==> src/hw/rtl/photoelastic_four_step_pixel_core_assert.svh <==
// Assertion macros shared by the pixel core RTL.
// Each use expects clk and arst_n in scope.
`ifndef PHOTOELASTIC_FOUR_STEP_PIXEL_CORE_ASSERT_SVH
`define PHOTOELASTIC_FOUR_STEP_PIXEL_CORE_ASSERT_SVH
`ifndef NO_ASSERTIONS
`define PE4S_ASSERT_NOW(lbl, ante, cons, msg) \
	lbl: assert property (@(posedge clk) disable iff (!arst_n) (ante) |-> (cons)) \
		else $error(msg);
`define PE4S_ASSERT_NEXT(lbl, ante, cons, msg) \
	lbl: assert property (@(posedge clk) disable iff (!arst_n) (ante) |=> (cons)) \
		else $error(msg);
`else
`define PE4S_ASSERT_NOW(lbl, ante, cons, msg)
`define PE4S_ASSERT_NEXT(lbl, ante, cons, msg)
`endif
`endif

==> src/hw/rtl/pe4s_pkg.sv <==
package pe4s_pkg;

	localparam int DEF_PIXEL_BITS      = 8;
	localparam int DEF_ANGLE_FRAC_BITS = 16;

	localparam int SUM_W       = 10;
	localparam int ND_W        = 12;
	localparam int Q_W         = 11;
	localparam int RR_W        = 24;
	localparam int RR_SHIFT    = 20;
	localparam int ROOT_IN_W   = RR_W + RR_SHIFT;
	localparam int ROOT_W      = ROOT_IN_W / 2;
	localparam int ISO_W       = 44;
	localparam int RET_W       = 54;
	localparam int Z_W         = 34;
	localparam int CORDIC_ITERS = 31;
	localparam int CORDIC_SCALE = 28;
	localparam int Q_SCALE      = 10;
	localparam int ANGLE_AW     = 42;

	localparam logic [31:0] ATAN_TURN32 [0:CORDIC_ITERS-1] = '{
		32'd536870912, 32'd316933406, 32'd167458907, 32'd85004756, 32'd42667331,
		32'd21354465, 32'd10679838, 32'd5340245, 32'd2670163, 32'd1335087,
		32'd667544, 32'd333772, 32'd166886, 32'd83443, 32'd41722,
		32'd20861, 32'd10430, 32'd5215, 32'd2608, 32'd1304,
		32'd652, 32'd326, 32'd163, 32'd81, 32'd41,
		32'd20, 32'd10, 32'd5, 32'd3, 32'd1, 32'd1
	};

	typedef enum logic [1:0] {
		CFG_MASK_ENABLE = 2'd0,
		CFG_MASK_LOW    = 2'd1,
		CFG_MASK_HIGH   = 2'd2
	} cfg_reg_t;

	typedef struct packed {
		logic [7:0] red_a;
		logic [7:0] green_a;
		logic [7:0] blue_a;
		logic [7:0] red_b;
		logic [7:0] green_b;
		logic [7:0] blue_b;
		logic [7:0] red_c;
		logic [7:0] green_c;
		logic [7:0] blue_c;
		logic [7:0] red_d;
		logic [7:0] green_d;
		logic [7:0] blue_d;
	} in_beat_t;

	typedef struct packed {
		logic [6:0]  isoclinic_deg;
		logic [7:0]  retardation_code;
		logic [15:0] retardation_fine;
		logic        degenerate;
	} out_beat_t;

	typedef struct packed {
		logic signed [ND_W-1:0] n;
		logic signed [ND_W-1:0] d;
		logic signed [Q_W-1:0]  q;
	} nd_t;

	typedef struct packed {
		nd_t             nd;
		logic [RR_W-1:0] rr;
	} front_t;

	typedef struct packed {
		logic d_zero;
		logic n_zero;
	} iso_side_t;

	typedef struct packed {
		logic rr_zero;
		logic q_zero;
		logic d_neg;
		logic q_pos;
	} ret_side_t;

endpackage

==> src/hw/rtl/pe4s_isqrt.sv <==
module pe4s_isqrt #(
	parameter int VW = pe4s_pkg::ROOT_IN_W,
	parameter int SW = $bits(pe4s_pkg::nd_t)
) (
	input  logic              clk,
	input  logic              arst_n,
	input  logic              en,
	input  logic              valid,
	input  logic [VW-1:0]     radicand,
	input  logic [SW-1:0]     side,
	output logic              res_valid,
	output logic [VW/2-1:0]   root,
	output logic [SW-1:0]     res_side
);

	localparam int STEPS = VW / 2;

	logic [VW-1:0] v_s [0:STEPS];
	logic [VW-1:0] r_s [0:STEPS];
	logic [SW-1:0] sd_s [0:STEPS];
	logic          vl_s [0:STEPS];

	always_ff @(posedge clk or negedge arst_n) begin
		if (!arst_n) begin
			vl_s[0] <= 1'b0;
		end else if (en) begin
			vl_s[0] <= valid;
		end
	end

	always_ff @(posedge clk) begin
		if (en) begin
			v_s[0] <= radicand;
			r_s[0] <= '0;
			sd_s[0] <= side;
		end
	end

	for (genvar j = 0; j < STEPS; j++) begin : g_step
		localparam logic [VW:0] BIT = (VW + 1)'(1) << (VW - 2 - 2 * j);
		logic [VW:0] t;

		assign t = {1'b0, r_s[j]} + BIT;

		always_ff @(posedge clk or negedge arst_n) begin
			if (!arst_n) begin
				vl_s[j+1] <= 1'b0;
			end else if (en) begin
				vl_s[j+1] <= vl_s[j];
			end
		end

		always_ff @(posedge clk) begin
			if (en) begin
				sd_s[j+1] <= sd_s[j];
				if ({1'b0, v_s[j]} >= t) begin
					v_s[j+1] <= VW'({1'b0, v_s[j]} - t);
					r_s[j+1] <= VW'(({1'b0, r_s[j]} >> 1) + BIT);
				end else begin
					v_s[j+1] <= v_s[j];
					r_s[j+1] <= r_s[j] >> 1;
				end
			end
		end
	end

	assign res_valid = vl_s[STEPS];
	assign root = r_s[STEPS][VW/2-1:0];
	assign res_side = sd_s[STEPS];

endmodule

==> config.mk <==
export PLATFORM = sky130hd
export DESIGN_NAME = pe4s_isqrt
export DESIGN_NICKNAME = d
export VERILOG_FILES = /design/src/hw/rtl/photoelastic_four_step_pixel_core_assert.svh /design/src/hw/rtl/pe4s_pkg.sv /design/src/hw/rtl/pe4s_isqrt.sv
export SDC_FILE = /design/constraint.sdc
export NUM_CORES = 2
export LEC_CHECK = 0
export BUFFER_PORTS_ARGS = -buffer_cell sky130_fd_sc_hd__buf_2
export CORE_ASPECT_RATIO = 0.5
export CORE_MARGIN = 2
export CORE_UTILIZATION = 63
export CTS_CLUSTER_SIZE = 16
export DETAILED_ROUTE_END_ITERATION = 8
export PLACE_DENSITY = 0.84
export SLEW_MARGIN = 15
export SYNTH_ARGS = -nofsm -noshare
export SYNTH_HDL_FRONTEND = slang
export SYNTH_SLANG_ARGS = --single-unit
export TNS_END_PERCENT = 10
==> constraint.sdc <==
create_clock -name clk -period 4.7 [get_ports clk]
set_input_delay 1.175 -clock clk [delete_from_list [all_inputs] [get_ports clk]]
set_output_delay 1.175 -clock clk [all_outputs]
set_load 0.01 [all_outputs]
---- Word level (Yosys, flattened, before mapping) ----
Memories as Yosys holds them, arrays and structs flattened.
Index checks and enable logic that the tools add are counted.
word-level totals
  register bits after elaboration ......... 23
  RAM bits ................................ 2829
  bits of input ports ..................... 83
  output and inout port bits .............. 58
  word-level logic and storage cells ...... 336
  memories kept ........................... 3
memory list
  name  depth  bits a word  read ports  clocked after memory_dff  write ports  line              source
  r_s   23     44           23          0                         23           pe4s_isqrt.sv:19  logic [VW-1:0] r_s [0:STEPS];
  v_s   23     44           22          0                         23           pe4s_isqrt.sv:18  logic [VW-1:0] v_s [0:STEPS];
  sd_s  23     35           23          0                         23           pe4s_isqrt.sv:20  logic [SW-1:0] sd_s [0:STEPS];
cells by class
  $add $sub $neg .......................... 66
  order comparisons ....................... 22
  mux-type cells .......................... 178
  bitwise logic cells ..................... 44
operator list
  kind                      count
  $mux W44                  44
  $ge A44 B45 Y1            22
  $sub A44 B44 Y44          22
  $mux W1                   134
  $add A44 B1 Y45 const B   1
  $add A44 B11 Y45 const B  1
  $add A44 B13 Y45 const B  1
  $add A44 B15 Y45 const B  1
  $add A44 B17 Y45 const B  1
  $add A44 B19 Y45 const B  1
  $add A44 B21 Y45 const B  1
  $add A44 B23 Y45 const B  1
  $add A44 B25 Y45 const B  1
  $add A44 B27 Y45 const B  1
  $add A44 B29 Y45 const B  1
  $add A44 B3 Y45 const B   1
  $add A44 B31 Y45 const B  1
  $add A44 B33 Y45 const B  1
  $add A44 B35 Y45 const B  1
  $add A44 B37 Y45 const B  1
  $add A44 B39 Y45 const B  1
  $add A44 B41 Y45 const B  1
  $add A44 B43 Y45 const B  1
  $add A44 B5 Y45 const B   1
  other kinds (25)          68

---- Logic depth before layout (Yosys ltp) ----
  depth after elaboration ................. 6
  gate-level depth with buffers ........... 14
  depth with buffers taken out ............ 12

---- Worst setup path after synthesis ----
Ideal clock, no wire load.
  path kind ............................... input to register
  start ................................... input port en
  end ..................................... memory r_s[2][222] in the netlist's numbering, enable pin
  setup time .............................. 446 ps
  arrival ................................. 3766 ps
  data required time ...................... 4254 ps
  setup slack ............................. 488 ps
  stages .................................. 4
  buffers on the path ..................... 4
  cells stage by stage .................... clkbuf_1 clkbuf_1 clkbuf_1 clkbuf_1
RTL lines
  what             line              source
  start, declared  pe4s_isqrt.sv:7   input logic en,
  end, declared    pe4s_isqrt.sv:19

==> impl_metrics.env <==
export IMPL_drive_above_1_share_pct=9.137
export IMPL_path_class="reg -> reg"
export IMPL_min_period_ps=3999
export IMPL_cts_tree="built"
export IMPL_drc=0
export IMPL_syn_nets=5592
export IMPL_area_delta_synth_final_pct=9.831
export IMPL_routabilityCongestion=0.9727
export IMPL_cts_sinks=2049
export IMPL_yosys_area_top_type="edfxtp_1"
export IMPL_num_antenna_cells=0
export IMPL_vias=42720
export IMPL_grt_remaining_overflow=0
export IMPL_yosys_top_cells_area="edfxtp_1 74%, ha_1 4.1%, xor2_1 2.1%"
export IMPL_ir_worst_vdd_mv=0.4403
export IMPL_final_cell_mix="2026 x edfxtp_1, 330 x inv_1, 283 x nand2_1"
export IMPL_max_freq_mhz=250.1
export IMPL_root_buffer="clkbuf_16"
export IMPL_wl_per_cell_um=20.10
export IMPL_fin_util_pct=69.90
export IMPL_ys_ff_latch=2049
export IMPL_die_y_um=259.2
export IMPL_fin_tns_setup_ps=0
export IMPL_grt_max_degree=204
export IMPL_numCtsBuffers=167
export IMPL_synthArstFlopShare_pct=1.122
export IMPL_synthFlopType="edfxtp_1"
export IMPL_worstSetupEndpointType="flop"
export IMPL_rsz0062_at_grt="no"
export IMPL_cts_setup_buffers=0
export IMPL_firstDrtPassIters=7
export IMPL_antenna_found_initial=1
export IMPL_ios=141
export IMPL_hold_viol_final=0
export IMPL_synthCells=5237
export IMPL_worstMarginPinSlew_ps=1167
export IMPL_synth_warnings=0
export IMPL_htreeDepth=4
export IMPL_syn_avg_cell_area_sq_um=15.67
export IMPL_powerDensity_mw_per_mm2=468.2
export IMPL_hold_path_class="in -> async"
export IMPL_seq_area_frac_synth_pct=74.85
export IMPL_antenna_left=0
export IMPL_layout_nets=5813
export IMPL_worstSetupStartpointType="flop"
export IMPL_grt_pass1_wl_mm=231.4
export IMPL_yosysTopAreaCellShare_pct=74.15
export IMPL_max_cap_violations=0
export IMPL_yosysUniqueCellTypes=84
export IMPL_syn_cell_area_sq_mm=0.08205
export IMPL_critPathSlowestCell="o21ai_0"
export IMPL_dieWidth_um=514.4
export IMPL_cts_path_max_buffers=3
export IMPL_drt_initial_drc_count=3681
export IMPL_critical_path_required_ps=5230
export IMPL_start_util_pct=63.64
export IMPL_crit_arrival_ps=4530
export IMPL_coreArea_sq_mm=0.1289
export IMPL_clk_pin_slew_ps=70
export IMPL_finalSetupViolCount=0
export IMPL_p_leak_nw=32.82
export IMPL_slew_violations=0
export IMPL_viasPerCell=5.858
export IMPL_status="finished, final reports clean"
export IMPL_critPathMaxFanout=27
export IMPL_port_buffers=140
export IMPL_synth_edf_count=2026
export IMPL_clock_latency_ps=800
export IMPL_fillers=7854
export IMPL_drt_wl_total_mm=146.6
export IMPL_relSlewSlack_pct=22.20
export IMPL_clock_skew_ps=36.15
export IMPL_hpwl_mm=93.73
export IMPL_worstPathCellList="inv_1 -> ha_1 -> o21ai_0 -> a22oi_1 -> a31oi_1 -> o21ai_0 -> nand2b_1 -> o211ai_1 -> or2_2 -> o211ai_1 -> nor4_1 -> xor2_1"
export IMPL_cts_resized_gates=0
export IMPL_layout_commonest_cell="edfxtp_1"
export IMPL_die_area_sq_mm=0.1333
export IMPL_critPathMaxStageDelay_ps=500
export IMPL_cts_hold_buf=0
export IMPL_track_usage_pct=22.19
export IMPL_rows=93
export IMPL_fin_crit_sh_pct=85.09
export IMPL_grt_pass1_vias=43550
## cells by family after synthesis
family | share of synthesized area [%]
fa+ha+maj | 4.148
buf+inv | 2.283
simple gates | 7.859
xor+xnor | 4.174
mux | 1.066
compound gates | 5.624
flops | 74.85
## metal layers
layer | part of all wire, % | global-route usage [%] | vias up | routed length [um]
met5 | 0 | 0 | - | 0
met4 | 4.8 | 11.38 | 0 | 7082
met3 | 4.4 | 3.185 | 435 | 6520
met2 | 52 | 40.36 | 1494 | 76730
met1 | 38 | 25.76 | 20640 | 56240
li1 | - | - | 20140 | -
## power by group
| part | internal [mW] | total (mW) | switching (mW) | leakage (nW) |
|---|---|---|---|---|
| clock network | 7.63 | 14.1 | 6.42 | 2.63 |
| registers | 22.2 | 23.3 | 1.11 | 19.8 |
| logic | 1.97 | 4.81 | 2.84 | 10.3 |
| total | 31.8 | 42.2 | 10.4 | 32.8 |
## worst paths after layout
path	from	endpoint	slack, ps	depth (start not counted)
worst min-delay path	arst_n	vl_s[22]	350	1
min in group clk	sd_s[1][137]	sd_s[1][172]	410	0
worst min register to register	sd_s[1][137]	sd_s[1][172]	410	0
max in group asynchronous	arst_n	vl_s[4]	4010	1
worst max register to register	r_s[1][196]	v_s[13][40]	700	12
worst max-delay path	r_s[1][196]	v_s[13][40]	700	12
## flip-flops by register name (all words and copies together), names as in the netlist
register / count
v_s: 968
r_s: 253
vl_s: 22
sd_s: 805
res_valid: 1
## area by class of cell
cell class,count,area (sq um),area share (%)
well taps,1710,2140,2.374
clock buffers,208,4384,4.865
repair buffers,180,1107,1.229
flip-flops and latches,2049,61410,68.15
inverters,331,1242,1.379
multi-input cells,2729,18770,20.83
clock inverters,85,1060,1.176
## synthesized netlist by cell type, types with 7 or more instances
cell type / number
edfxtp_1: 2026
inv_1: 330
nand2_1: 283
ha_1: 272
o21ai_0: 236
nor2_1: 232
a21oi_1: 229
xor2_1: 196
xnor2_1: 195
nor4_1: 144
nor3_1: 112
clkbuf_1: 81
a21o_1: 78
nand2b_1: 71
nand3_1: 69
mux2_2: 62
nand4_1: 57
or3_1: 46
o21a_1: 44
nor2b_1: 43
buf_4: 36
nor4b_1: 24
dfrtp_1: 23
a211oi_1: 21
or4_1: 20
and2_1: 18
and3_1: 18
or2_2: 18
nand4b_1: 17
o31ai_1: 16
o211ai_1: 15
a31oi_1: 14
o21bai_1: 14
mux2i_1: 12
nand3b_1: 11
and4_1: 10
o21ai_1: 10
a21boi_0: 9
o31a_1: 8
a2111oi_0: 7
a211o_1: 7
and4b_1: 7
o41ai_1: 7
## metrics by stage
stage               power, mW  setup WS (ps)  instances  hold slack (ps)  area [sq um]
floorplan               26.76          488.3       5237            400.3         82050
global placement        27.97          975.3       6999            400.0         84670
detailed placement      28.29          743.1       6999            404.5         84670
CTS                     42.43          685.7       7292            308.0         90120
global route            43.77          326.7       7292            363.6         90120
finish                  42.20          700.8       7292            345.5         90120
## worst max-delay path: cells and delay by family (launching register included)
| family | cells | cell delay, ps |
|---|---|---|
| AOI/OAI and AO/OA | 6 | 1830 |
| xor gates and xnor gates | 1 | 110 |
| adders and majority gates | 1 | 330 |
| buffers and inverters | 1 | 50 |
| DFF | 1 | 370 |
| and+or+nand+nor | 3 | 1060 |
No activity file was read; power rests on OpenSTA's default activity.
