## config.mk

```make
export PLATFORM = sky130hd
export DESIGN_NAME = pe4s_post
export DESIGN_NICKNAME = d
export VERILOG_FILES = /design/src/hw/rtl/photoelastic_four_step_pixel_core_assert.svh /design/src/hw/rtl/pe4s_pkg.sv /design/src/hw/rtl/pe4s_post.sv
export SDC_FILE = /design/constraint.sdc
export NUM_CORES = 1
export LEC_CHECK = 0
export BUFFER_PORTS_ARGS = -buffer_cell sky130_fd_sc_hd__buf_2
export CAP_MARGIN = 5
export CORE_UTILIZATION = 50
export CTS_CLUSTER_DIAMETER = 30
export CTS_CLUSTER_SIZE = 20
export DETAILED_ROUTE_END_ITERATION = 10
export PLACE_DENSITY = 0.72
export SLEW_MARGIN = 20
export SYNTH_ARGS = -nofsm -noshare
export SYNTH_HDL_FRONTEND = slang
export SYNTH_SLANG_ARGS = --single-unit
```

## constraint.sdc

```tcl
create_clock -name clk -period 4.8 [get_ports clk]
set_input_delay 0.24 -clock clk [delete_from_list [all_inputs] [get_ports clk]]
set_output_delay 0.24 -clock clk [all_outputs]
set_load 0.02 [all_outputs]
```

## src/hw/rtl/photoelastic_four_step_pixel_core_assert.svh

```systemverilog
// Assertion macros shared by the pixel core RTL.
// Each use expects clk and arst_n in scope.
`ifndef PHOTOELASTIC_FOUR_STEP_PIXEL_CORE_ASSERT_SVH
`define PHOTOELASTIC_FOUR_STEP_PIXEL_CORE_ASSERT_SVH
`ifndef NO_ASSERTIONS
`define PE4S_ASSERT_NOW(lbl, ante, cons, msg) \
	lbl: assert property (@(posedge clk) disable iff (!arst_n) (ante) |-> (cons)) \
		else $error(msg);
`define PE4S_ASSERT_NEXT(lbl, ante, cons, msg) \
	lbl: assert property (@(posedge clk) disable iff (!arst_n) (ante) |=> (cons)) \
		else $error(msg);
`else
`define PE4S_ASSERT_NOW(lbl, ante, cons, msg)
`define PE4S_ASSERT_NEXT(lbl, ante, cons, msg)
`endif
`endif

```

## src/hw/rtl/pe4s_pkg.sv

```systemverilog
package pe4s_pkg;

	localparam int DEF_PIXEL_BITS      = 8;
	localparam int DEF_ANGLE_FRAC_BITS = 16;

	localparam int SUM_W       = 10;
	localparam int ND_W        = 12;
	localparam int Q_W         = 11;
	localparam int RR_W        = 24;
	localparam int RR_SHIFT    = 20;
	localparam int ROOT_IN_W   = RR_W + RR_SHIFT;
	localparam int ROOT_W      = ROOT_IN_W / 2;
	localparam int ISO_W       = 44;
	localparam int RET_W       = 54;
	localparam int Z_W         = 34;
	localparam int CORDIC_ITERS = 31;
	localparam int CORDIC_SCALE = 28;
	localparam int Q_SCALE      = 10;
	localparam int ANGLE_AW     = 42;

	localparam logic [31:0] ATAN_TURN32 [0:CORDIC_ITERS-1] = '{
		32'd536870912, 32'd316933406, 32'd167458907, 32'd85004756, 32'd42667331,
		32'd21354465, 32'd10679838, 32'd5340245, 32'd2670163, 32'd1335087,
		32'd667544, 32'd333772, 32'd166886, 32'd83443, 32'd41722,
		32'd20861, 32'd10430, 32'd5215, 32'd2608, 32'd1304,
		32'd652, 32'd326, 32'd163, 32'd81, 32'd41,
		32'd20, 32'd10, 32'd5, 32'd3, 32'd1, 32'd1
	};

	typedef enum logic [1:0] {
		CFG_MASK_ENABLE = 2'd0,
		CFG_MASK_LOW    = 2'd1,
		CFG_MASK_HIGH   = 2'd2
	} cfg_reg_t;

	typedef struct packed {
		logic [7:0] red_a;
		logic [7:0] green_a;
		logic [7:0] blue_a;
		logic [7:0] red_b;
		logic [7:0] green_b;
		logic [7:0] blue_b;
		logic [7:0] red_c;
		logic [7:0] green_c;
		logic [7:0] blue_c;
		logic [7:0] red_d;
		logic [7:0] green_d;
		logic [7:0] blue_d;
	} in_beat_t;

	typedef struct packed {
		logic [6:0]  isoclinic_deg;
		logic [7:0]  retardation_code;
		logic [15:0] retardation_fine;
		logic        degenerate;
	} out_beat_t;

	typedef struct packed {
		logic signed [ND_W-1:0] n;
		logic signed [ND_W-1:0] d;
		logic signed [Q_W-1:0]  q;
	} nd_t;

	typedef struct packed {
		nd_t             nd;
		logic [RR_W-1:0] rr;
	} front_t;

	typedef struct packed {
		logic d_zero;
		logic n_zero;
	} iso_side_t;

	typedef struct packed {
		logic rr_zero;
		logic q_zero;
		logic d_neg;
		logic q_pos;
	} ret_side_t;

endpackage

```

## src/hw/rtl/pe4s_post.sv

```systemverilog
module pe4s_post #(
	parameter int ANGLE_FRAC_BITS = pe4s_pkg::DEF_ANGLE_FRAC_BITS
) (
	input  logic                            clk,
	input  logic                            arst_n,
	input  logic                            en,
	input  logic                            valid,
	input  logic signed [pe4s_pkg::Z_W-1:0] iso_z,
	input  pe4s_pkg::iso_side_t             iso_side,
	input  logic signed [pe4s_pkg::Z_W-1:0] ret_z,
	input  pe4s_pkg::ret_side_t             ret_side,
	input  logic                            mask_enable,
	input  logic [6:0]                      mask_low_deg,
	input  logic [6:0]                      mask_high_deg,
	output logic                            res_valid,
	output pe4s_pkg::out_beat_t             res
);

	localparam int AW = pe4s_pkg::ANGLE_AW;
	localparam int ZW = pe4s_pkg::Z_W;
	localparam logic signed [AW-1:0] ONE_DEG = AW'(1) << ANGLE_FRAC_BITS;
	localparam logic signed [AW-1:0] DEG45   = AW'(45) * ONE_DEG;
	localparam logic signed [AW-1:0] DEG90   = AW'(90) * ONE_DEG;
	localparam logic signed [ZW:0] QTURN   = (ZW + 1)'(1) << 30;
	localparam logic signed [ZW:0] HTURN   = (ZW + 1)'(1) << 31;

	logic signed [AW-1:0] iso_mul_s1;
	logic [31:0] ret_s1;
	logic d_zero_s1, n_zero_s1, degen_s1, v_s1, v_s2;
	logic signed [ZW:0] rsum;
	logic [31:0] ret_nx;
	logic signed [AW-1:0] a, lo_b, hi_b;
	logic [40:0] prod;
	pe4s_pkg::out_beat_t o_s2;

	// retardation as binary angle, 2^32 per fringe
	always_comb begin
		if (!ret_side.d_neg == ret_side.q_pos) begin
			rsum = QTURN + (ZW + 1)'(ret_z);
		end else begin
			rsum = QTURN - (ZW + 1)'(ret_z);
		end
		if (ret_side.rr_zero) begin
			ret_nx = 32'(QTURN);
		end else if (ret_side.q_zero) begin
			ret_nx = ret_side.d_neg ? 32'd0 : 32'(HTURN);
		end else if (rsum < 0) begin
			ret_nx = 32'd0;
		end else if (rsum > HTURN) begin
			ret_nx = 32'(HTURN);
		end else begin
			ret_nx = 32'(rsum);
		end
	end

	// fold the isoclinic angle into 0..90 and apply the window
	always_comb begin
		lo_b = AW'(mask_low_deg) << ANGLE_FRAC_BITS;
		hi_b = AW'(mask_high_deg) << ANGLE_FRAC_BITS;
		if (d_zero_s1) begin
			a = n_zero_s1 ? '0 : DEG45;
		end else begin
			a = iso_mul_s1 >>> (32 - ANGLE_FRAC_BITS);
			if (a < 0) begin
				a = a + DEG90;
			end
			if (a < 0) begin
				a = '0;
			end
			if (a > DEG90 - 1) begin
				a = DEG90 - 1;
			end
		end
		if (mask_enable && (a > lo_b) && (a < hi_b)) begin
			a = '0;
		end
		prod = 41'(ret_s1) * 41'(500);
	end

	always_ff @(posedge clk or negedge arst_n) begin
		if (!arst_n) begin
			v_s1 <= 1'b0;
			v_s2 <= 1'b0;
		end else if (en) begin
			v_s1 <= valid;
			v_s2 <= v_s1;
		end
	end

	always_ff @(posedge clk) begin
		if (en) begin
			iso_mul_s1 <= AW'(iso_z) * AW'(180);
			ret_s1 <= ret_nx;
			d_zero_s1 <= iso_side.d_zero;
			n_zero_s1 <= iso_side.n_zero;
			degen_s1 <= iso_side.d_zero | ret_side.q_zero;
			o_s2.isoclinic_deg <= a[ANGLE_FRAC_BITS+6:ANGLE_FRAC_BITS];
			o_s2.retardation_code <= prod[39:32];
			o_s2.retardation_fine <= ret_s1[31:16];
			o_s2.degenerate <= degen_s1;
		end
	end

	assign res_valid = v_s2;
	assign res = o_s2;

endmodule

```

# Word-level counts from Yosys, hierarchy flattened
# Cells that the tools add are included.
[word_totals]
regBits = 109
input_bits = 93
output_inout_bits = 33
wordCells = 40
[op_classes]
addsub = 3
mul = 2
order_cmp = 7
n_eq_ne = 1
mux = 12
bitwise_logic = 1
reduce_logical = 3
[ops]
columns = ["operator", "n"]
rows = [
  ["$mux W42", 6],
  ["$mux W32", 4],
  ["$gt A42 B24 Y1", 1],
  ["$gt A42 B24 Y1 const B", 1],
  ["$lt A42 B1 Y1 const B", 1],
  ["$lt A42 B24 Y1", 1],
  ["$mul A34 B7 Y40 const B", 1],
  ["$mul A32 B7 Y38 const B", 1],
  ["$add A32 B34 Y35 const A", 1],
  ["$gt A35 B33 Y1 const B", 1],
  ["$lt A35 B1 Y1 const B", 1],
  ["$mux W35", 1],
  ["$sub A32 B34 Y35 const A", 1],
  ["$add A26 B24 Y27 const B", 1],
  ["$lt A26 B1 Y1 const B", 1],
  ["$mux W22", 1],
  ["$logic_and A1 B1 Y1", 2],
  ["$eq A1 B1 Y1", 1],
  ["$logic_not A1 Y1", 1],
  ["$or A1 B1 Y1", 1],
]

# Logic depth before layout (Yosys ltp)
[depth]
depth_word = 12
mapped_depth = 16
depth_no_buf = 16

# Least setup slack after synthesis
# OpenSTA, ideal clock, no wires.
[synth_timing]
kind = "register -> register"
from = "reg ret_s1[2]"
to = "reg o_s2 (netlist bit res[21]), data pin"
setup_time_ns = 0.258
arrival_time_ns = 4.182
t_required_ns = 4.542
setup_slack_ns = 0.360
path_stages_with_launch = 16
n_path_buf = 0
period_less_slack_ns = 4.440
path_cell_list = "edfxtp_1 > fa_1 > inv_1 > fa_1 > fa_1 > inv_1 > fa_1 > ha_1 > o21ai_0 > a221oi_1 > nand3_1 > a31oi_1 > o21ai_0 > o21ai_0 > a21oi_1 > xnor2_1"
[synth_between]
elab_chain_cells = 1
[synth_lines]
columns = ["element", "line_no", "source"]
rows = [
  ["start: declaration", "pe4s_post.sv:28", "logic [31:0] ret_s1;"],
  ["start signal: assignment", "pe4s_post.sv:93", "ret_s1 <= ret_nx;"],
  ["$mul A32 B7 Y38", "pe4s_post.sv:77", "prod = 41'(ret_s1) * 41'(500);"],
  ["via prod[36]", "pe4s_post.sv:33", "logic [40:0] prod;"],
  ["end: declaration", "pe4s_post.sv:34", "pe4s_pkg::out_beat_t o_s2;"],
]
# The timed path passes the listed nets, and every way through them passes these cells.
# A chain may end at the register's enable or synchronous reset.

# Final worst setup path
[layout_timing]
from = "reg ret_s1[1]"
to = "reg o_s2 (netlist bit res[23]), data pin"
# Same word-level chain as after synthesis.

==> metrics.log <==
INFO  metric hold_path.startpoint = iso_side[1]
INFO  metric globalRouteTotalUtil = 21.4%
INFO  metric root_buffer = sky130_fd_sc_hd__clkbuf_16
INFO  metric met3_layer_wire_length_in_the_routed_design = 878 µm
INFO  metric die_w = 166 µm
INFO  metric route.final.wire_length = 28.1 mm
INFO  metric dr.pass1.iters = 8
INFO  metric dieArea = 27600 µm²
INFO  metric timing_worst_setup_path_type = reg -> reg
INFO  metric row_count = 59
INFO  metric die-height = 166 µm
INFO  metric initial_core_util = 51.3%
INFO  metric num_io_pins = 126
INFO  metric worst_ir_drop_vdd = 0.243 mV
INFO  metric holdCritPathClass = in -> reg
INFO  metric htree_num_levels = 3
INFO  metric postSynthRegisterBits = 95
INFO  metric postSynth.topFlopCell = sky130_fd_sc_hd__edfxtp_1
INFO  metric report.final.slew_viol_count = 0
INFO  metric synth_compound_area_share = 10.3%
INFO  metric postSynthCellCount = 1258
INFO  metric tritoncts_clock_tree = yes
INFO  metric timing.critical_path.fanout_max = 4
INFO  metric num_vias = 9629
INFO  metric dpl.hpwl = 23.7 mm
INFO  metric area_growth = 12.4%
INFO  metric postRouteAntennaNets = 0
INFO  metric hold_fails_final_rpt = 0
INFO  metric post_synthesis_mux_area_share = 0.791%
INFO  metric remaining_drc_errors = 5
INFO  metric fin_area = 15100 µm²
INFO  metric detailedRoute.firstIterationViolations = 503
INFO  metric mappedNetlistArea = 13400 µm²
INFO  metric pleak = 6.93 nW
INFO  metric m1WireLength = 12.1 mm
INFO  metric yosys_warnings = 0
INFO  metric data_arrival_time_of_the_worst_path = 4.67 ns
INFO  metric clk_pin_slew_worst_paths = 0.07 ns
INFO  metric post_synthesis_area_per_instance = 10.7 µm²
INFO  metric startpoint = ret_s1[1]$_SDFFCE_PP0P_
INFO  metric cap_viol_max_count = 0
INFO  metric portBuffers = 125
INFO  metric wl_per_cell = 15.9 µm
INFO  metric slew_headroom = 43.9%
INFO  metric number_of_buffers_created_by_cts = 9
INFO  metric final.min_clock_period = 4.56 ns
INFO  metric pwr_density_cell = 439 nW/µm²
INFO  metric footprint_of_the_multi_input_gates = 9760 µm²
INFO  metric overflow = 0
INFO  metric grt_max_degree = 55
INFO  metric layout.area.seq = 2840 µm²
INFO  metric synth-adder-area-share = 45.5%
INFO  metric violations = DRC
INFO  metric clock_sink_count = 95
INFO  metric placed_cell_area = 14600 µm²
INFO  metric layout-drive-gt1-share = 16.7%
INFO  metric fillCellCount = 2206
INFO  metric setup_total_negative_slack = 0 ns
INFO  metric critical_path.startpoint_type = flop
INFO  metric largest_family_of_logic_cells_by_synthesized_area = adder cells
INFO  metric critical_path_required = 4.91 ns
INFO  metric startpoint_of_the_worst_register_to_register_path = ret_s1[1]$_SDFFCE_PP0P_
INFO  metric synth_fp_nets = 1732
INFO  metric synth.distinct_cells = 71
INFO  metric routed-wl-met2 = 14.5 mm
INFO  metric grt_first_pass_wirelength = 47.7 mm
INFO  metric synth_simple_gate_area_share = 10.7%
INFO  metric seq_area_frac_synth = 21.1%
INFO  metric synth_async_sr_flop_share = 2.11%
INFO  metric first_global_vias = 10000
INFO  metric worstMarginPinSlew = 0.831 ns
INFO  metric finalClockSkew = 0.0119 ns
INFO  metric ctsLongestPathBuffers = 2
INFO  metric synth_edf_count = 93
INFO  metric outcome = complete, but fails checks
INFO  metric core_area = 26200 µm²
INFO  metric final_min_period_over_clock_period = 95.0%
INFO  metric final_util = 57.7%
INFO  metric synth_xor_area_share = 4.73%
INFO  metric number_of_antenna_violations_at_the_first_check_in_global_routing = 1
INFO  metric nNetsFinal = 1893
INFO  metric report.final.setup_viol = 0
INFO  metric gpl.final_weighted_congestion = 0.968
INFO  metric max_used_layer = met4
INFO  metric detail_route.vias_per_cell = 5.47
INFO  metric endpoint_kind = flop
INFO  metric worstSkewPairLatency = 0.36 ns
INFO  metric achievable-frequency = 219 MHz
==> flip-flops by register name, indices dropped and copies added (netlist names) <==
name / cells
ret_s1: 32
iso_mul_s1: 26
res_valid: 1
res: 32
d_zero_s1: 1
degen_s1: 1
n_zero_s1: 1
v_s1: 1
==> path summary, 6_finish.rpt <==
check	to	slack (ns)	cells past startpoint
max in group asynchronous	res_valid$_DFFE_PN0P_	4.53	2
worst max register to register	res[23]$_DFFE_PP_	0.24	16
worst min register to register	res[0]$_DFFE_PP_	0.43	0
min in group asynchronous	res_valid$_DFFE_PN0P_	0.18	2
worst min-delay path	d_zero_s1$_DFFE_PP_	0.1	1
worst max-delay path	res[23]$_DFFE_PP_	0.24	16
==> metal layers <==
layer	global-route usage (%)	vias up
li1	-	4679
met1	26.7	4716
met2	39.1	194
met3	2.26	40
met4	6.30	0
met5	0	-
==> worst max-delay path, cell delays in order (launching register included) <==
cell and delay, ns:
sky130_fd_sc_hd__edfxtp_1 0.47, sky130_fd_sc_hd__buf_4 0.18, sky130_fd_sc_hd__fa_1 0.55, sky130_fd_sc_hd__fa_1 0.43
sky130_fd_sc_hd__fa_1 0.54, sky130_fd_sc_hd__fa_1 0.42, sky130_fd_sc_hd__ha_1 0.29, sky130_fd_sc_hd__a41oi_1 0.11
sky130_fd_sc_hd__a221oi_2 0.22, sky130_fd_sc_hd__buf_4 0.16, sky130_fd_sc_hd__nand3_1 0.08, sky130_fd_sc_hd__a31oi_2 0.24
sky130_fd_sc_hd__buf_4 0.14, sky130_fd_sc_hd__o211ai_1 0.10, sky130_fd_sc_hd__nand3b_1 0.16, sky130_fd_sc_hd__a21oi_2 0.08
sky130_fd_sc_hd__xnor2_1 0.13
==> repair_timing <==
action                     CTS  global route
pin swaps                    0            13
cloned                       0             0
hold buffers                 1             0
resized for setup            1             9
hold endpoints to repair     2             0
setup buffers                9            17
setup endpoints to repair    4             6
==> power by group <==
group | switching (mW) | internal (mW)
clock network | 0.345 | 0.415
logic | 2.48 | 2.00
registers | 0.128 | 1.27
==> cell usage after synthesis (12+ instances only) <==
| cell type | n | share of area [%] |
|---|---|---|
| sky130_fd_sc_hd__inv_1 | 218 | 6.1 |
| sky130_fd_sc_hd__ha_1 | 201 | 19 |
| sky130_fd_sc_hd__fa_1 | 180 | 27 |
| sky130_fd_sc_hd__edfxtp_1 | 93 | 21 |
| sky130_fd_sc_hd__nor2_1 | 71 | 2.0 |
| sky130_fd_sc_hd__a21oi_1 | 47 | 1.7 |
| sky130_fd_sc_hd__nand2_1 | 41 | 1.1 |
| sky130_fd_sc_hd__xnor2_1 | 40 | 2.6 |
| sky130_fd_sc_hd__o21ai_0 | 36 | 1.3 |
| sky130_fd_sc_hd__xor2_1 | 30 | 2.0 |
| sky130_fd_sc_hd__nor3_1 | 23 | 0.86 |
| sky130_fd_sc_hd__nand3_1 | 22 | 0.82 |
| sky130_fd_sc_hd__nor3_2 | 22 | 1.6 |
| sky130_fd_sc_hd__a21o_1 | 19 | 1.1 |
| sky130_fd_sc_hd__o21a_1 | 14 | 0.78 |
| sky130_fd_sc_hd__a31oi_1 | 13 | 0.60 |
| sky130_fd_sc_hd__clkbuf_1 | 12 | 0.33 |
==> logic make-up after synthesis <==
kind of cell / after synthesis
compound gates: 207
buf+inv: 238
simple gates: 256
flops: 95
fa+ha+maj: 381
mux: 10
xor+xnor: 71
==> per-stage QoR <==
| step | hold WS [ns] | power [mW] | setup slack, ns | cells |
|---|---|---|---|---|
| 2_1_floorplan | -0.0556 | 4.76 | 0.360 | 1258 |
| 3_5_place_dp | 0.0268 | 5.81 | -0.0522 | 1716 |
| 4_1_cts | 0.0848 | 6.63 | 0.0441 | 1742 |
| 6_report | 0.0983 | 6.64 | 0.241 | 1760 |
| 5_1_grt | 0.0890 | 7.36 | -0.00265 | 1760 |
| 3_3_place_gp | 0.0255 | 5.65 | 0.0468 | 1716 |
==> cells in the final DEF, fill, tap and decap left out, drive strengths merged, types with 3 or more instances in the layout <==
master   Yosys  routed
a211oi      11      11
xor2        30      30
a31oi       13      13
a21oi       47      47
a211o        4       4
o211ai       7       7
a31o         3       3
or3          6       6
nand4       11      11
a21o        19      19
mux2i        5       5
a2111oi      5       5
fa         180     180
mux2         5       5
nand3       23      23
o21a        14      14
ha         201     201
xnor2       40      40
nor2        72      72
nor3        46      46
nand3b       4       4
o2111ai      3       3
o41ai        8       8
edfxtp      93      93
clkbuf      12       9
inv        218     222
a41oi        4       4
nand2       41      41
nand2b      11      11
o21ai       38      38
nor4        14      14
buf          8     169
and4         4       4
o31ai       10      10
or4          5       5
o21bai       3       3
nor2b        8       8
==> final cells by class <==
class / instances / share of cell area [%]
Clock inverter: 7 / 0.571
Sequential cell: 95 / 18.8
Timing Repair Buffer: 170 / 6.40
Multi-Input combinational cell: 925 / 64.5
Tap cell: 335 / 2.77
Inverter: 218 / 5.41
Antenna cell: 1 / 0.0165
Clock buffer: 9 / 1.49
Note: power is estimated with default switching activity, not from simulation.
