`src/hw/rtl/photoelastic_four_step_pixel_core_assert.svh`:
```
// Assertion macros shared by the pixel core RTL.
// Each use expects clk and arst_n in scope.
`ifndef PHOTOELASTIC_FOUR_STEP_PIXEL_CORE_ASSERT_SVH
`define PHOTOELASTIC_FOUR_STEP_PIXEL_CORE_ASSERT_SVH
`ifndef NO_ASSERTIONS
`define PE4S_ASSERT_NOW(lbl, ante, cons, msg) \
	lbl: assert property (@(posedge clk) disable iff (!arst_n) (ante) |-> (cons)) \
		else $error(msg);
`define PE4S_ASSERT_NEXT(lbl, ante, cons, msg) \
	lbl: assert property (@(posedge clk) disable iff (!arst_n) (ante) |=> (cons)) \
		else $error(msg);
`else
`define PE4S_ASSERT_NOW(lbl, ante, cons, msg)
`define PE4S_ASSERT_NEXT(lbl, ante, cons, msg)
`endif
`endif

```
`src/hw/rtl/pe4s_pkg.sv`:
```
package pe4s_pkg;

	localparam int DEF_PIXEL_BITS      = 8;
	localparam int DEF_ANGLE_FRAC_BITS = 16;

	localparam int SUM_W       = 10;
	localparam int ND_W        = 12;
	localparam int Q_W         = 11;
	localparam int RR_W        = 24;
	localparam int RR_SHIFT    = 20;
	localparam int ROOT_IN_W   = RR_W + RR_SHIFT;
	localparam int ROOT_W      = ROOT_IN_W / 2;
	localparam int ISO_W       = 44;
	localparam int RET_W       = 54;
	localparam int Z_W         = 34;
	localparam int CORDIC_ITERS = 31;
	localparam int CORDIC_SCALE = 28;
	localparam int Q_SCALE      = 10;
	localparam int ANGLE_AW     = 42;

	localparam logic [31:0] ATAN_TURN32 [0:CORDIC_ITERS-1] = '{
		32'd536870912, 32'd316933406, 32'd167458907, 32'd85004756, 32'd42667331,
		32'd21354465, 32'd10679838, 32'd5340245, 32'd2670163, 32'd1335087,
		32'd667544, 32'd333772, 32'd166886, 32'd83443, 32'd41722,
		32'd20861, 32'd10430, 32'd5215, 32'd2608, 32'd1304,
		32'd652, 32'd326, 32'd163, 32'd81, 32'd41,
		32'd20, 32'd10, 32'd5, 32'd3, 32'd1, 32'd1
	};

	typedef enum logic [1:0] {
		CFG_MASK_ENABLE = 2'd0,
		CFG_MASK_LOW    = 2'd1,
		CFG_MASK_HIGH   = 2'd2
	} cfg_reg_t;

	typedef struct packed {
		logic [7:0] red_a;
		logic [7:0] green_a;
		logic [7:0] blue_a;
		logic [7:0] red_b;
		logic [7:0] green_b;
		logic [7:0] blue_b;
		logic [7:0] red_c;
		logic [7:0] green_c;
		logic [7:0] blue_c;
		logic [7:0] red_d;
		logic [7:0] green_d;
		logic [7:0] blue_d;
	} in_beat_t;

	typedef struct packed {
		logic [6:0]  isoclinic_deg;
		logic [7:0]  retardation_code;
		logic [15:0] retardation_fine;
		logic        degenerate;
	} out_beat_t;

	typedef struct packed {
		logic signed [ND_W-1:0] n;
		logic signed [ND_W-1:0] d;
		logic signed [Q_W-1:0]  q;
	} nd_t;

	typedef struct packed {
		nd_t             nd;
		logic [RR_W-1:0] rr;
	} front_t;

	typedef struct packed {
		logic d_zero;
		logic n_zero;
	} iso_side_t;

	typedef struct packed {
		logic rr_zero;
		logic q_zero;
		logic d_neg;
		logic q_pos;
	} ret_side_t;

endpackage

```
`src/hw/rtl/pe4s_front.sv`:
```
module pe4s_front #(
	parameter int PIXEL_BITS = pe4s_pkg::DEF_PIXEL_BITS
) (
	input  logic               clk,
	input  logic               arst_n,
	input  logic               en,
	input  logic               valid,
	input  pe4s_pkg::in_beat_t pixel,
	output logic               res_valid,
	output pe4s_pkg::front_t   res
);

	localparam logic [7:0] PMASK = (PIXEL_BITS >= 8) ? 8'hFF : 8'((1 << PIXEL_BITS) - 1);
	localparam int SW = pe4s_pkg::SUM_W;
	localparam int NW = pe4s_pkg::ND_W;
	localparam int QW = pe4s_pkg::Q_W;

	logic [SW-1:0] s0, s1, s2, s3;
	logic signed [NW-1:0] n, d;
	logic signed [QW-1:0] q;
	logic signed [NW-1:0] n_s1, d_s1;
	logic signed [QW-1:0] q_s1;
	logic v_s1, v_s2;
	logic signed [2*NW-1:0] nn, dd;
	pe4s_pkg::front_t f_s2;

	always_comb begin
		s0 = SW'(pixel.red_a & PMASK) + SW'(pixel.green_a & PMASK) + SW'(pixel.blue_a & PMASK);
		s1 = SW'(pixel.red_b & PMASK) + SW'(pixel.green_b & PMASK) + SW'(pixel.blue_b & PMASK);
		s2 = SW'(pixel.red_c & PMASK) + SW'(pixel.green_c & PMASK) + SW'(pixel.blue_c & PMASK);
		s3 = SW'(pixel.red_d & PMASK) + SW'(pixel.green_d & PMASK) + SW'(pixel.blue_d & PMASK);
		n = $signed({2'b00, s0}) + $signed({2'b00, s1}) - $signed({1'b0, s3, 1'b0});
		d = $signed({1'b0, s2, 1'b0}) - $signed({2'b00, s0}) - $signed({2'b00, s1});
		q = $signed({1'b0, s1}) - $signed({1'b0, s0});
	end

	assign nn = n_s1 * n_s1;
	assign dd = d_s1 * d_s1;

	always_ff @(posedge clk or negedge arst_n) begin
		if (!arst_n) begin
			v_s1 <= 1'b0;
			v_s2 <= 1'b0;
		end else if (en) begin
			v_s1 <= valid;
			v_s2 <= v_s1;
		end
	end

	always_ff @(posedge clk) begin
		if (en) begin
			n_s1 <= n;
			d_s1 <= d;
			q_s1 <= q;
			f_s2.nd.n <= n_s1;
			f_s2.nd.d <= d_s1;
			f_s2.nd.q <= q_s1;
			f_s2.rr <= pe4s_pkg::RR_W'($unsigned(nn)) + pe4s_pkg::RR_W'($unsigned(dd));
		end
	end

	assign res_valid = v_s2;
	assign res = f_s2;

endmodule

```
`config.mk`:
```
export PLATFORM = sky130hd
export DESIGN_NAME = pe4s_front
export DESIGN_NICKNAME = d
export VERILOG_FILES = /design/src/hw/rtl/photoelastic_four_step_pixel_core_assert.svh /design/src/hw/rtl/pe4s_pkg.sv /design/src/hw/rtl/pe4s_front.sv
export SDC_FILE = /design/constraint.sdc
export NUM_CORES = 1
export LEC_CHECK = 0
export BUFFER_PORTS_ARGS = -buffer_cell sky130_fd_sc_hd__buf_2
export CAP_MARGIN = 15
export CELL_PAD_IN_SITES_DETAIL_PLACEMENT = 0
export CELL_PAD_IN_SITES_GLOBAL_PLACEMENT = 1
export CORE_MARGIN = 2
export CORE_UTILIZATION = 25
export CTS_CLUSTER_SIZE = 25
export DETAILED_ROUTE_END_ITERATION = 16
export GPL_TIMING_DRIVEN = 0
export PLACE_DENSITY_LB_ADDON = 0.1
export SYNTH_ARGS = -nofsm -noshare
export SYNTH_HDL_FRONTEND = slang
export SYNTH_SLANG_ARGS = --single-unit
```
`constraint.sdc`:
```
create_clock -name clk -period 9.3 [get_ports clk]
set_input_delay 1.395 -clock clk [delete_from_list [all_inputs] [get_ports clk]]
set_output_delay 1.395 -clock clk [all_outputs]
set_load 0.02 [all_outputs]
```
# Word-level counts from Yosys, hierarchy flattened
# Cells that the tools add are included.
# classes
multipliers	2
add_sub_neg	14
# ops
operator	n
multiplier 12 x 12 -> 24 bit	2
adder 9 x 8 -> 10 bit	4
adder 8 x 8 -> 9 bit	4
adder 24 bit	1
subtractor 11 x 10 -> 12 bit	1
subtractor 11 x 11 -> 12 bit	1
subtractor 12 x 11 -> 12 bit	1
adder 10 x 10 -> 11 bit	1
subtractor 10 x 10 -> 11 bit	1
# word_totals
inputBits	100
reg_bits	96
wordCells	25

# Depth between registers and ports, before layout
# Gate-level depths: netlist (run 1).
# depth
depth_word	4
depth_mapped	25
depth_no_buf	24

# Worst setup path after synthesis (run 1)
# Ideal clock, no wire load.
# synth_path
path_type	reg-to-reg
from	register d_s1[0]
to	register f_s2 (netlist bit res[22]), data pin
stages_incl_launch_ff	21
arrival_ns	6.313
setup_slack_ns	2.730
setup_time_ns	0.257
cell_sequence	edfxtp_1 clkbuf_1 nand2_1 fa_1 inv_1 fa_1 fa_1 fa_1 fa_1 fa_1 inv_1 fa_1 inv_1 ha_1 a211oi_2 o21bai_1 nor2_1 a211oi_2 o31a_1 o31a_1 xor2_1
# synth_via
elab_chain_len	2
# synth_rtl
item	line	rtl
from (decl)	pe4s_front.sv:21	logic signed [NW-1:0] n_s1, d_s1;
from (signal assigned)	pe4s_front.sv:53	d_s1 <= d;
multiplier 12 x 12 -> 24 bit	pe4s_front.sv:38	assign dd = d_s1 * d_s1;
adder 24 bit	pe4s_front.sv:58	f_s2.rr <= pe4s_pkg::RR_W'($unsigned(nn)) + pe4s_pkg::RR_W'($unsigned(dd));
to (decl)	pe4s_front.sv:25	pe4s_pkg::front_t f_s2;
# No other way between the ends.
# A chain may end at the register's enable or synchronous reset.

# Worst setup path after layout (run 1)
# layout_path
from	register d_s1[11]
to	register f_s2 (netlist bit res[22]), data pin
# The elaborated chain is that of the path after synthesis.

==> metrics.md, run 1 <==
| Metric | Value |
|---|---|
| Most common cell on crit path | fa_1 |
| Crit Path Class | reg -> reg |
| Seq cells post-synth | 92 |
| Clk_skew | 0.008386 ns |
| Total I/O pin count | 160 |
| Setup TNS | 0 ns |
| First-pass DRT Iterations | 4 |
| RSZ-0062 raised after global routing | no |
| Tot GR Track Use | 13.64% |
| Final net count | 2248 |
| Pins over their slew limit | 0 |
| Yosys top cell by area | fa_1 |
| M3 GR Usage | 1.868% |
| Port Buf Inserts | 159 |
| Post-route DRC | 0 |
| Top post-synthesis cells by area | fa_1 42%, edfxtp_1 17%, ha_1 12% |
| CP cell instances | clkbuf_1, nand2_1, fa_1, inv_1, fa_1, fa_1, fa_1, fa_1, fa_1, inv_1, fa_1, inv_1, ha_1, a211oi_2, o21bai_1, nor2_1, a211oi_2, o31a_1, o31a_1, xor2_1 |
| Syn Nets | 2077 |
| Die Height | 256.6 µm |
| Hold WC Path Type | reg -> reg |
| Maximum clock rate | 0.1186 GHz |
| Gr ovfl total | 0 |
| Detail-routed net length per standard cell | 16.82 µm |
| Top_reg_cell synth | edfxtp_1 |
| CP max FO | 10 |
| Syn Area/Cell | 10.72 µm² |
| HPWL Detailed | 37.11 mm |
| Initial Util | 25.28% |
| CP required | 9.42 ns |
| ANT cells | 0 |
| CTS Buf Count | 9 |
| Worst-Skew Late Latency | 0.37 ns |
| DR vias/cell | 4.036 |
| GR Layer Usage met1 | 18.59% |
| Antenna viol nets, final | 0 |
| Clock root buffer | clkbuf_16 |
| H-tree levels | 3 |
| Vias in the first global route | 11818 |
| Initial antenna violation count | 1 |
| Final hold violations | 0 |
| First-pass GRT wire length | 68.00 mm |
| Number of synthesized flops with an enable pin | 90 |
| Die width | 256.6 µm |
| Worst Path Arrival | 8.56 ns |
| Crit. End Element | flop |
| Final WL | 42.20 mm |
| Slew @ Worst Pin | 0.9785 ns |
| Yosys top cell area share | 41.93% |
| # rows | 92 |
| CTS tree | built |
| GR Util met2 | 23.57% |
| Vias post-DR | 10126 |
| FFs w/ async S/R, synth | 2.174% |
| CP top delay family | adder cells |
| Cells after Synth | 1487 |
| Clock Sinks | 92 |
| Core footprint | 0.06308 mm² |
| Synthesized area | 0.01595 mm² |
| Distinct cell type count after synthesis | 52 |
| Max Root-Sink Buffers | 2 |
| Post-cts resize count | 0 |
| Largest stage delay, worst path | 0.97 ns |
| GPL Wtd Cong | 0.7708 |
| Max cap viols | 0 |
| Ratio of cells with drive above 1 in the final layout | 11.73% |
| Register area share after synthesis | 17.26% |
| Fin crit period | 8.433 ns |
| Initial DRC count | 332 |
| CP bufs+invs | 4 |
| Status | completed |
| Die area | 0.06582 mm² |
| Area Growth Syn to Fin | 13.74% |
| GR peak layer | met2 |
| Yosys warnings | 0 |
| Slew Limit Headroom | 34.77% |
| CP startpoint kind | flop |
| Final setup viols | 0 |
| Post-CTS Setup Bufs | 0 |
| Cts hold-fix bufs | 0 |
| Final period util | 90.68% |
| Pin count of the biggest net entering global routing | 55 |
| CP max stage cell | fa_1 |
| Commonest cells in the netlist | 408 x inv_1, 334 x fa_1, 156 x ha_1, 92 x nand2_1, 90 x edfxtp_1 |
| Most frequent cell after synthesis | inv_1 |
| Reg clk slew, reported paths | 0.08 ns |
-- stage by stage --
step	hold WS, ns	instance area [µm²]	util, %	std cells	setup slack, ns
finish	0.4211	18140	28.75	2509	0.8671
global route	0.4331	18140	28.75	2509	0.4472
CTS	0.4209	18140	28.75	2509	0.7807
detailed placement	0.4045	17830	28.26	2493	0.8148
global placement	0.4028	17800	28.22	2492	0.7742
floorplan	0.4003	15950	-	1487	2.730
-- cells by family after synthesis --
| group | after synthesis | synth area share [%] |
|---|---|---|
| multiplexers | 4 | 0.2668 |
| buffers and inverters | 436 | 10.31 |
| AO/OA/AOI/OAI | 139 | 5.885 |
| AND/OR/NAND/NOR | 240 | 7.376 |
| XOR/XNOR | 86 | 4.724 |
| adder cells (fa/ha/maj) | 490 | 54.17 |
| flip-flops | 92 | 17.26 |
-- flip-flops by register name (all words and copies together), names as in the netlist --
| register | count |
|---|---|
| v_s1 | 1 |
| res_valid | 1 |
| q_s1 | 10 |
| n_s1 | 11 |
| d_s1 | 12 |
| res | 57 |
-- worst paths after layout --
kind | startpoint | endpoint | slack, ns | cells after the start
min in group asynchronous | arst_n | res_valid$_DFFE_PN0P_ | 0.80 | 1
hold reg to reg | q_s1[6]$_DFFE_PP_ | res[30]$_DFFE_PP_ | 0.42 | 0
setup reg to reg | d_s1[11]$_DFFE_PP_ | res[22]$_DFFE_PP_ | 0.87 | 20
max in group asynchronous | arst_n | v_s1$_DFFE_PN0P_ | 8.41 | 1
hold / removal | q_s1[6]$_DFFE_PP_ | res[30]$_DFFE_PP_ | 0.42 | 0
setup / recovery | d_s1[11]$_DFFE_PP_ | res[22]$_DFFE_PP_ | 0.87 | 20
-- metal layers --
| metal | wire length, µm | vias to the layer above |
|---|---|---|
| li1 | - | 4851 |
| met1 | 19570 | 5151 |
| met2 | 20920 | 109 |
| met3 | 1426 | 15 |
| met4 | 289 | 0 |
| met5 | 0 | - |
-- cells in the final DEF, fill, tap and decap left out, types with 23 or more instances in the layout --
master    count
fa_1        334
nand2_1      92
clkbuf_1     26
o21ai_0      23
nor2_1       37
inv_1       408
buf_2       158
xnor2_1      62
and2_1       54
xor2_1       24
ha_1        156
a21oi_1      45
edfxtp_1     90
-- cell type report --
class | count | area (µm²)
fillers | 6790 | 44940
plain buffers | 28 | 112.6
clock inverters | 7 | 81.33
flip-flops and latches | 92 | 2753
multi-input cells | 959 | 11550
inverters | 408 | 1531
clock buffers | 9 | 225.2
repair buffers | 160 | 825.8
well taps | 846 | 1059
Power of run 1 is left out: the tool's default activity adds up to more than one toggle a clock period on the data nets, which glitch-free logic cannot reach.
==> inputs of run 2 (changes only) <==
ABC_AREA = 1   (was unset)
HOLD_SLACK_MARGIN = 0.08   (was unset)
==> metrics.md, run 2 <==
| Metric | Value |
|---|---|
| Status | completed |
| CP startpoint kind | flop |
| First-pass GRT wire length | 71.39 mm (+5.0%) |
| Final net count | 2498 (+11%) |
| CP cell instances | clkbuf_1, clkbuf_1, nand2_1, inv_1, fa_1, fa_1, inv_1, fa_1, fa_1, fa_1, fa_1, fa_1, inv_1, ha_1, a21oi_1, o21ai_0, a21oi_1, nand3_1, xor2_1 |
| CTS tree | built |
| Post-Synth Adder-Cell Area | 52.42% (-1.8 points) |
| Yosys top cell by area | fa_1 |
| Top post-synthesis cells by area | fa_1 41%, edfxtp_1 16%, inv_1 12% |
| Slew @ Worst Pin | 0.7843 ns (-0.1942 ns) |
| Commonest non-fill, non-tap cell in the layout | inv_1 |
| Number of synthesized flops with an enable pin | 90 (unchanged) |
| Slew Limit Headroom | 47.71% (+13 points) |
| FFs w/ async S/R, synth | 2.174% (unchanged) |
| Commonest cells after routing, fill and taps aside | 523 x inv_1, 334 x fa_1, 280 x nand2_1, 158 x buf_2, 156 x ha_1 |
| DR vias/cell | 4.048 (+0.30%) |
| Die Height | 260.7 µm (+1.6%) |
| Filler-free cell count of the finished design | 2777 (+11%) |
| Syn Area/Cell | 9.487 µm² (-12%) |
| Initial DRC count | 376 (+13%) |
| CTS Buf Count | 9 (unchanged) |
| Antenna viol nets, final | 0 (unchanged) |
| CP top delay family | adder cells |
| Top_reg_cell synth | edfxtp_1 |
| Final setup viols | 0 (unchanged) |
| Max cap viols | 0 (unchanged) |
| Final WL | 45.14 mm (+7.0%) |
| Reg clk slew, reported paths | 0.07 ns (about the same) |
| Die width | 260.7 µm (+1.6%) |
| GPL Wtd Cong | 0.8324 (+8.0%) |
| Crit. End Element | flop |
| Hold WC Path Type | reg -> reg |
| Distinct cell type count after synthesis | 36 (-31%) |
| Cells after Synth | 1737 (+17%) |
| Clock Sinks | 92 (unchanged) |
| Die area | 0.06799 mm² (+3.3%) |
| Post-CTS Setup Bufs | 0 (unchanged) |
| Setup TNS | 0 ns (unchanged) |
| Vias post-DR | 11241 (+11%) |
| CP bufs+invs | 5 (+1) |
| Final period util | 85.49% (-5.2 points) |
| Mux share of post-synthesis cell area | 0% (-0.27 points) |
| CP max stage cell | fa_1 |
| Worst-Skew Late Latency | 0.39 ns (+0.02 ns) |
| First-pass DRT Iterations | 4 (unchanged) |
| Register area share after synthesis | 16.70% (-0.56 points) |
| Simple-gate share of the synthesized area | 9.248% (+1.9 points) |
| Vias in the first global route | 12543 (+6.1%) |
| Pin count of the biggest net entering global routing | 65 (+18%) |
| Initial antenna violation count | 0 (-1) |
| Initial Util | 25.16% (-0.12 points) |
| Total I/O pin count | 160 (unchanged) |
| Largest register FFs | 57 (unchanged) |
| Syn Nets | 2327 (+12%) |
| Final WS setup | 1.349 ns (+0.4824 ns) |
| Max Root-Sink Buffers | 2 (unchanged) |
| Synthesized area | 0.01648 mm² (+3.4%) |
| Yosys warnings | 0 (unchanged) |
| Xor/xnor cell area share of the yosys netlist | 4.092% (-0.63 points) |
| Commonest cells in the netlist | 523 x inv_1, 334 x fa_1, 280 x nand2_1, 156 x ha_1, 90 x edfxtp_1 |
| Area Growth Syn to Fin | 13.43% |
| Final hold violations | 0 (unchanged) |
| Port Buf Inserts | 159 (unchanged) |
| ANT cells | 0 (unchanged) |
| Crit Path Class | reg -> reg |
| Ratio of cells with drive above 1 in the final layout | 9.880% (-1.8 points) |
| RSZ-0062 raised after global routing | no |
| Seq cells post-synth | 92 (unchanged) |
| # rows | 94 (+2.2%) |
| Yosys top cell area share | 40.57% (-1.4 points) |
| Fin crit period | 7.951 ns (-0.4824 ns) |
| Most common cell on crit path | fa_1 |
| HPWL Detailed | 40.22 mm (+8.4%) |
| Largest stage delay, worst path | 0.84 ns (-0.13 ns) |
| Pins over their slew limit | 0 (unchanged) |
| Post-route DRC | 0 (unchanged) |
| Compound-gate portion of the synthesized area | 4.943% (-0.94 points) |
| Main combinational cell family by area after synthesis | adder cells |
| Post-cts resize count | 0 (unchanged) |
| Cts hold-fix bufs | 0 (unchanged) |
| CP required | 9.42 ns (about the same) |
| Post-Place Worst Slack | 1.309 ns (+0.4941 ns) |
| Gr ovfl total | 0 (unchanged) |
| Maximum clock rate | 0.1258 GHz (+6.1%) |
| H-tree levels | 3 (unchanged) |
| Detail-routed net length per standard cell | 16.25 µm (-3.4%) |
| Tot GR Track Use | 14.02% (+0.38 points) |
| Clk_skew | 0.01370 ns (+0.005317 ns) |
| Placed insts | 2761 (+11%) |
| Clock root buffer | clkbuf_16 |
| FF-to-FF setup slack | 1.35 ns (+0.48 ns) |
| Most frequent cell after synthesis | inv_1 |
| CP max FO | 10 (unchanged) |
| Core footprint | 0.06551 mm² (+3.9%) |
| Worst Path Arrival | 8.08 ns (-0.48 ns) |
run 2: changes by cell type after synthesis, sizes merged, moves of 23 or more:
cell and delta:
a21oi +34, xnor2 -39, inv +115, nand3 +23
nand2 +188, and2 -54, xor2 +30
run 2: cells by family (layout without fill, tap and decap cells):
kind of cell	Yosys count	after routing
XOR/XNOR	77	77
AND/OR/NAND/NOR	384	384
buffers and inverters	551	727
AO/OA/AOI/OAI	143	143
adder cells (fa/ha/maj)	490	490
flip-flops	92	92
run 2: per-layer routing:
| metal | wire length, µm | share of wire, % | GRT usage [%] |
|---|---|---|---|
| met1 | 21160 | 47 | 18.49 |
| met5 | 0 | 0 | 0 |
| met2 | 21690 | 48 | 24.32 |
| met4 | 675 | 1.5 | 2.635 |
| met3 | 1613 | 3.6 | 2.234 |
run 2: through the flow:
step                util, %  hold slack [ns]  cell area, µm²
global route          28.53           0.4284           18690
global placement      28.02           0.4050           18360
finish                28.53           0.4214           18690
detailed placement    28.07           0.4052           18390
CTS                   28.53           0.4231           18690
floorplan                 -           0.4003           16480
run 2: final timing paths:
kind,endpoint,start,cells past startpoint
setup reg to reg,res[21]$_DFFE_PP_,d_s1[0]$_DFFE_PP_,19
min in group asynchronous,res_valid$_DFFE_PN0P_,arst_n,1
hold / removal,res[33]$_DFFE_PP_,q_s1[9]$_DFFE_PP_,0
setup / recovery,res[21]$_DFFE_PP_,d_s1[0]$_DFFE_PP_,19
hold reg to reg,res[33]$_DFFE_PP_,q_s1[9]$_DFFE_PP_,0
max in group asynchronous,v_s1$_DFFE_PN0P_,arst_n,1
run 2: layout make-up:
class | count | area, µm²
timing repair buffer | 160 | 825.8
multi-input combinational | 1094 | 11650
clock buffer | 9 | 225.2
clock inverter | 7 | 81.33
buffer | 28 | 112.6
tap | 864 | 1081
inverter | 523 | 1963
fill | 6995 | 46820
sequential | 92 | 2753
run 2: worst reg2reg max path, cell delays in order (launching register included):
cell and delay, ns:
edfxtp_1 0.42, clkbuf_1 0.45, clkbuf_1 0.59, nand2_1 0.11, inv_1 0.17, fa_1 0.57
fa_1 0.84, inv_1 0.27, fa_1 0.61, fa_1 0.45, fa_1 0.67, fa_1 0.46
fa_1 0.50, inv_1 0.05, ha_1 0.36, a21oi_1 0.20, o21ai_0 0.14, a21oi_1 0.32
nand3_1 0.30, xor2_1 0.21
Power of run 2 is left out for the same reason.
==> inputs of run 3 (changes only) <==
GPL_TIMING_DRIVEN = unset   (was 0)
==> metrics.md, run 3 (synthesis results as in run 2) <==
| Metric | Value |
|---|---|
| Initial antenna violation count | 1 (+1) |
| Fill count | 6952 (-0.61%) |
| Worst Hold Depth | 0 (unchanged) |
| Commonest cells after routing, fill and taps aside | 523 x inv_1, 334 x fa_1, 280 x nand2_1, 158 x buf_2, 156 x ha_1 |
| WHS Endpoint | res[29]$_DFFE_PP_ |
| Pins over their slew limit | 0 (unchanged) |
| Port Buf Inserts | 159 (unchanged) |
| Slew Limit Headroom | 38.57% (-9.1 points) |
| Worst-Skew Late Latency | 0.37 ns (-0.02 ns) |
| CTS Buf Count | 9 (unchanged) |
| CTS tree | built |
| RR Endpoint | res[21]$_DFFE_PP_ |
| Crit Path Class | reg -> reg |
| CP max FO | 18 (+8) |
| Setup TNS | 0 ns (unchanged) |
| Post-Place Worst Slack | 2.374 ns (+1.065 ns) |
| GPL Wtd Cong | 0.7596 (-8.7%) |
| Maximum clock rate | 0.1461 GHz (+16%) |
| # rows | 94 (unchanged) |
| Worst reg2reg startpoint | n_s1[11]$_DFFE_PP_ |
| Die area | 0.06799 mm² (unchanged) |
| Final WS setup | 2.457 ns (+1.108 ns) |
| RSZ-0062 raised after global routing | no |
| DR vias/cell | 4.007 (-1.0%) |
| Core footprint | 0.06551 mm² (unchanged) |
| Max Root-Sink Buffers | 2 (unchanged) |
| CP startpoint kind | flop |
| First-pass DRT Iterations | 5 (+1) |
| Die Height | 260.7 µm (unchanged) |
| Post-CTS Setup Bufs | 0 (unchanged) |
| Die width | 260.7 µm (unchanged) |
| Total I/O pin count | 160 (unchanged) |
| Post-cts resize count | 0 (unchanged) |
| Detail-routed net length per standard cell | 15.82 µm (-2.6%) |
| FF-to-FF setup slack | 2.46 ns (+1.11 ns) |
| Clock Sinks | 92 (unchanged) |
| Vias post-DR | 11027 (-1.9%) |
| Vias in the first global route | 12515 (-0.22%) |
| Finished Cell Area | 0.01858 mm² (-0.60%) |
| Antenna viol nets, final | 0 (unchanged) |
| Final net count | 2474 (-0.96%) |
| Clock root buffer | clkbuf_16 |
| Reg clk slew, reported paths | 0.07 ns (about the same) |
| CP required | 9.42 ns (about the same) |
| Slew @ Worst Pin | 0.9214 ns (+0.1371 ns) |
| Placed cell areas | 0.01828 mm² (-0.56%) |
| Worst Path Arrival | 6.96 ns (-1.12 ns) |
| Ratio of cells with drive above 1 in the final layout | 10.12% (+0.24 points) |
| First-pass GRT wire length | 70.68 mm (-1.0%) |
| Status | completed |
| Max cap viols | 0 (unchanged) |
| Hold WC Path Type | reg -> reg |
| Final setup viols | 0 (unchanged) |
| Final WL | 43.55 mm (-3.5%) |
| Area Growth Syn to Fin | 12.75% |
| Pin count of the biggest net entering global routing | 60 (-7.7%) |
| Post-route DRC | 0 (unchanged) |
| Hold Crit Start | q_s1[5]$_DFFE_PP_ |
| Gr ovfl total | 0 (unchanged) |
| Clk_skew | 0.01030 ns (-0.003404 ns) |
| Initial DRC count | 482 (+28%) |
| Tot GR Track Use | 13.65% (-0.37 points) |
| ANT cells | 0 (unchanged) |
| Commonest non-fill, non-tap cell in the layout | inv_1 |
| Crit. End Element | flop |
| Final period util | 73.58% (-12 points) |
| H-tree levels | 3 (unchanged) |
| Final hold violations | 0 (unchanged) |
| Final Util | 28.36% (-0.17 points) |
| Fin crit period | 6.843 ns (-1.108 ns) |
| Cts hold-fix bufs | 0 (unchanged) |
| Initial Util | 25.16% (unchanged) |
| Largest register FFs | 57 (unchanged) |
| Reg2reg path depth | 17 (-2) |
| HPWL Detailed | 38.08 mm (-5.3%) |
-- run 3: cell types whose count changed in the layout (fill, tap and decap cells not counted) --
cell and change:
clkinv_4 +1, clkbuf_1 -26, buf_16 -1, buf_4 +3, clkinvlp_4 +1, inv_8 -2, clkinv_1 -1
-- run 3: metrics by stage --
stage,hold WS (ns),std cells
6_report,0.4200,2752
5_1_grt,0.4313,2752
4_1_cts,0.4225,2752
3_5_place_dp,0.4056,2737
3_3_place_gp,0.4066,2737
2_1_floorplan,0.4003,1737
-- run 3: layer usage --
layer | part of all wire, % | up-vias | track usage, %
met5 | 0 | - | 0
met1 | 51 | 5420 | 19.49
met2 | 46 | 158 | 22.44
li1 | - | 5434 | -
met4 | 0.77 | 0 | 2.063
met3 | 2.5 | 15 | 1.758
-- run 3: worst max-delay path, cell delays in order (launching register included) --
cell and delay, ns:
edfxtp_1 0.87, nand2_1 0.10, inv_1 0.19, fa_1 0.56, fa_1 0.70, inv_1 0.19, fa_1 0.59, fa_1 0.45
fa_1 0.58, fa_1 0.44, fa_1 0.49, inv_1 0.04, ha_1 0.35, a21oi_1 0.22, o21ai_0 0.15, a21oi_1 0.25
nand3_1 0.21, xor2_1 0.19
-- run 3: layout make-up --
cell class	count	area, µm²	share of cell area, %
Tap cell	864	1081	5.818
Clock inverter	6	71.32	0.3838
Timing Repair Buffer	164	835.8	4.498
Sequential cell	92	2753	14.81
Clock buffer	9	225.2	1.212
Multi-Input combinational cell	1094	11650	62.71
Inverter	523	1963	10.57
-- run 3: worst max-delay path by stage --
stage,end,slack (ns),startpoint
final,res[21]$_DFFE_PP_,2.46,n_s1[11]$_DFFE_PP_
after global routing,res[21]$_DFFE_PP_,2.09,n_s1[11]$_DFFE_PP_
after CTS,res[21]$_DFFE_PP_,2.35,n_s1[11]$_DFFE_PP_
after detailed placement,res[21]$_DFFE_PP_,2.37,n_s1[11]$_DFFE_PP_
after global placement,res[21]$_DFFE_PP_,2.39,n_s1[11]$_DFFE_PP_
after floorplan,res[23]$_DFFE_PP_,3.07,d_s1[0]$_DFFE_PP_
Power of run 3 is left out for the same reason.
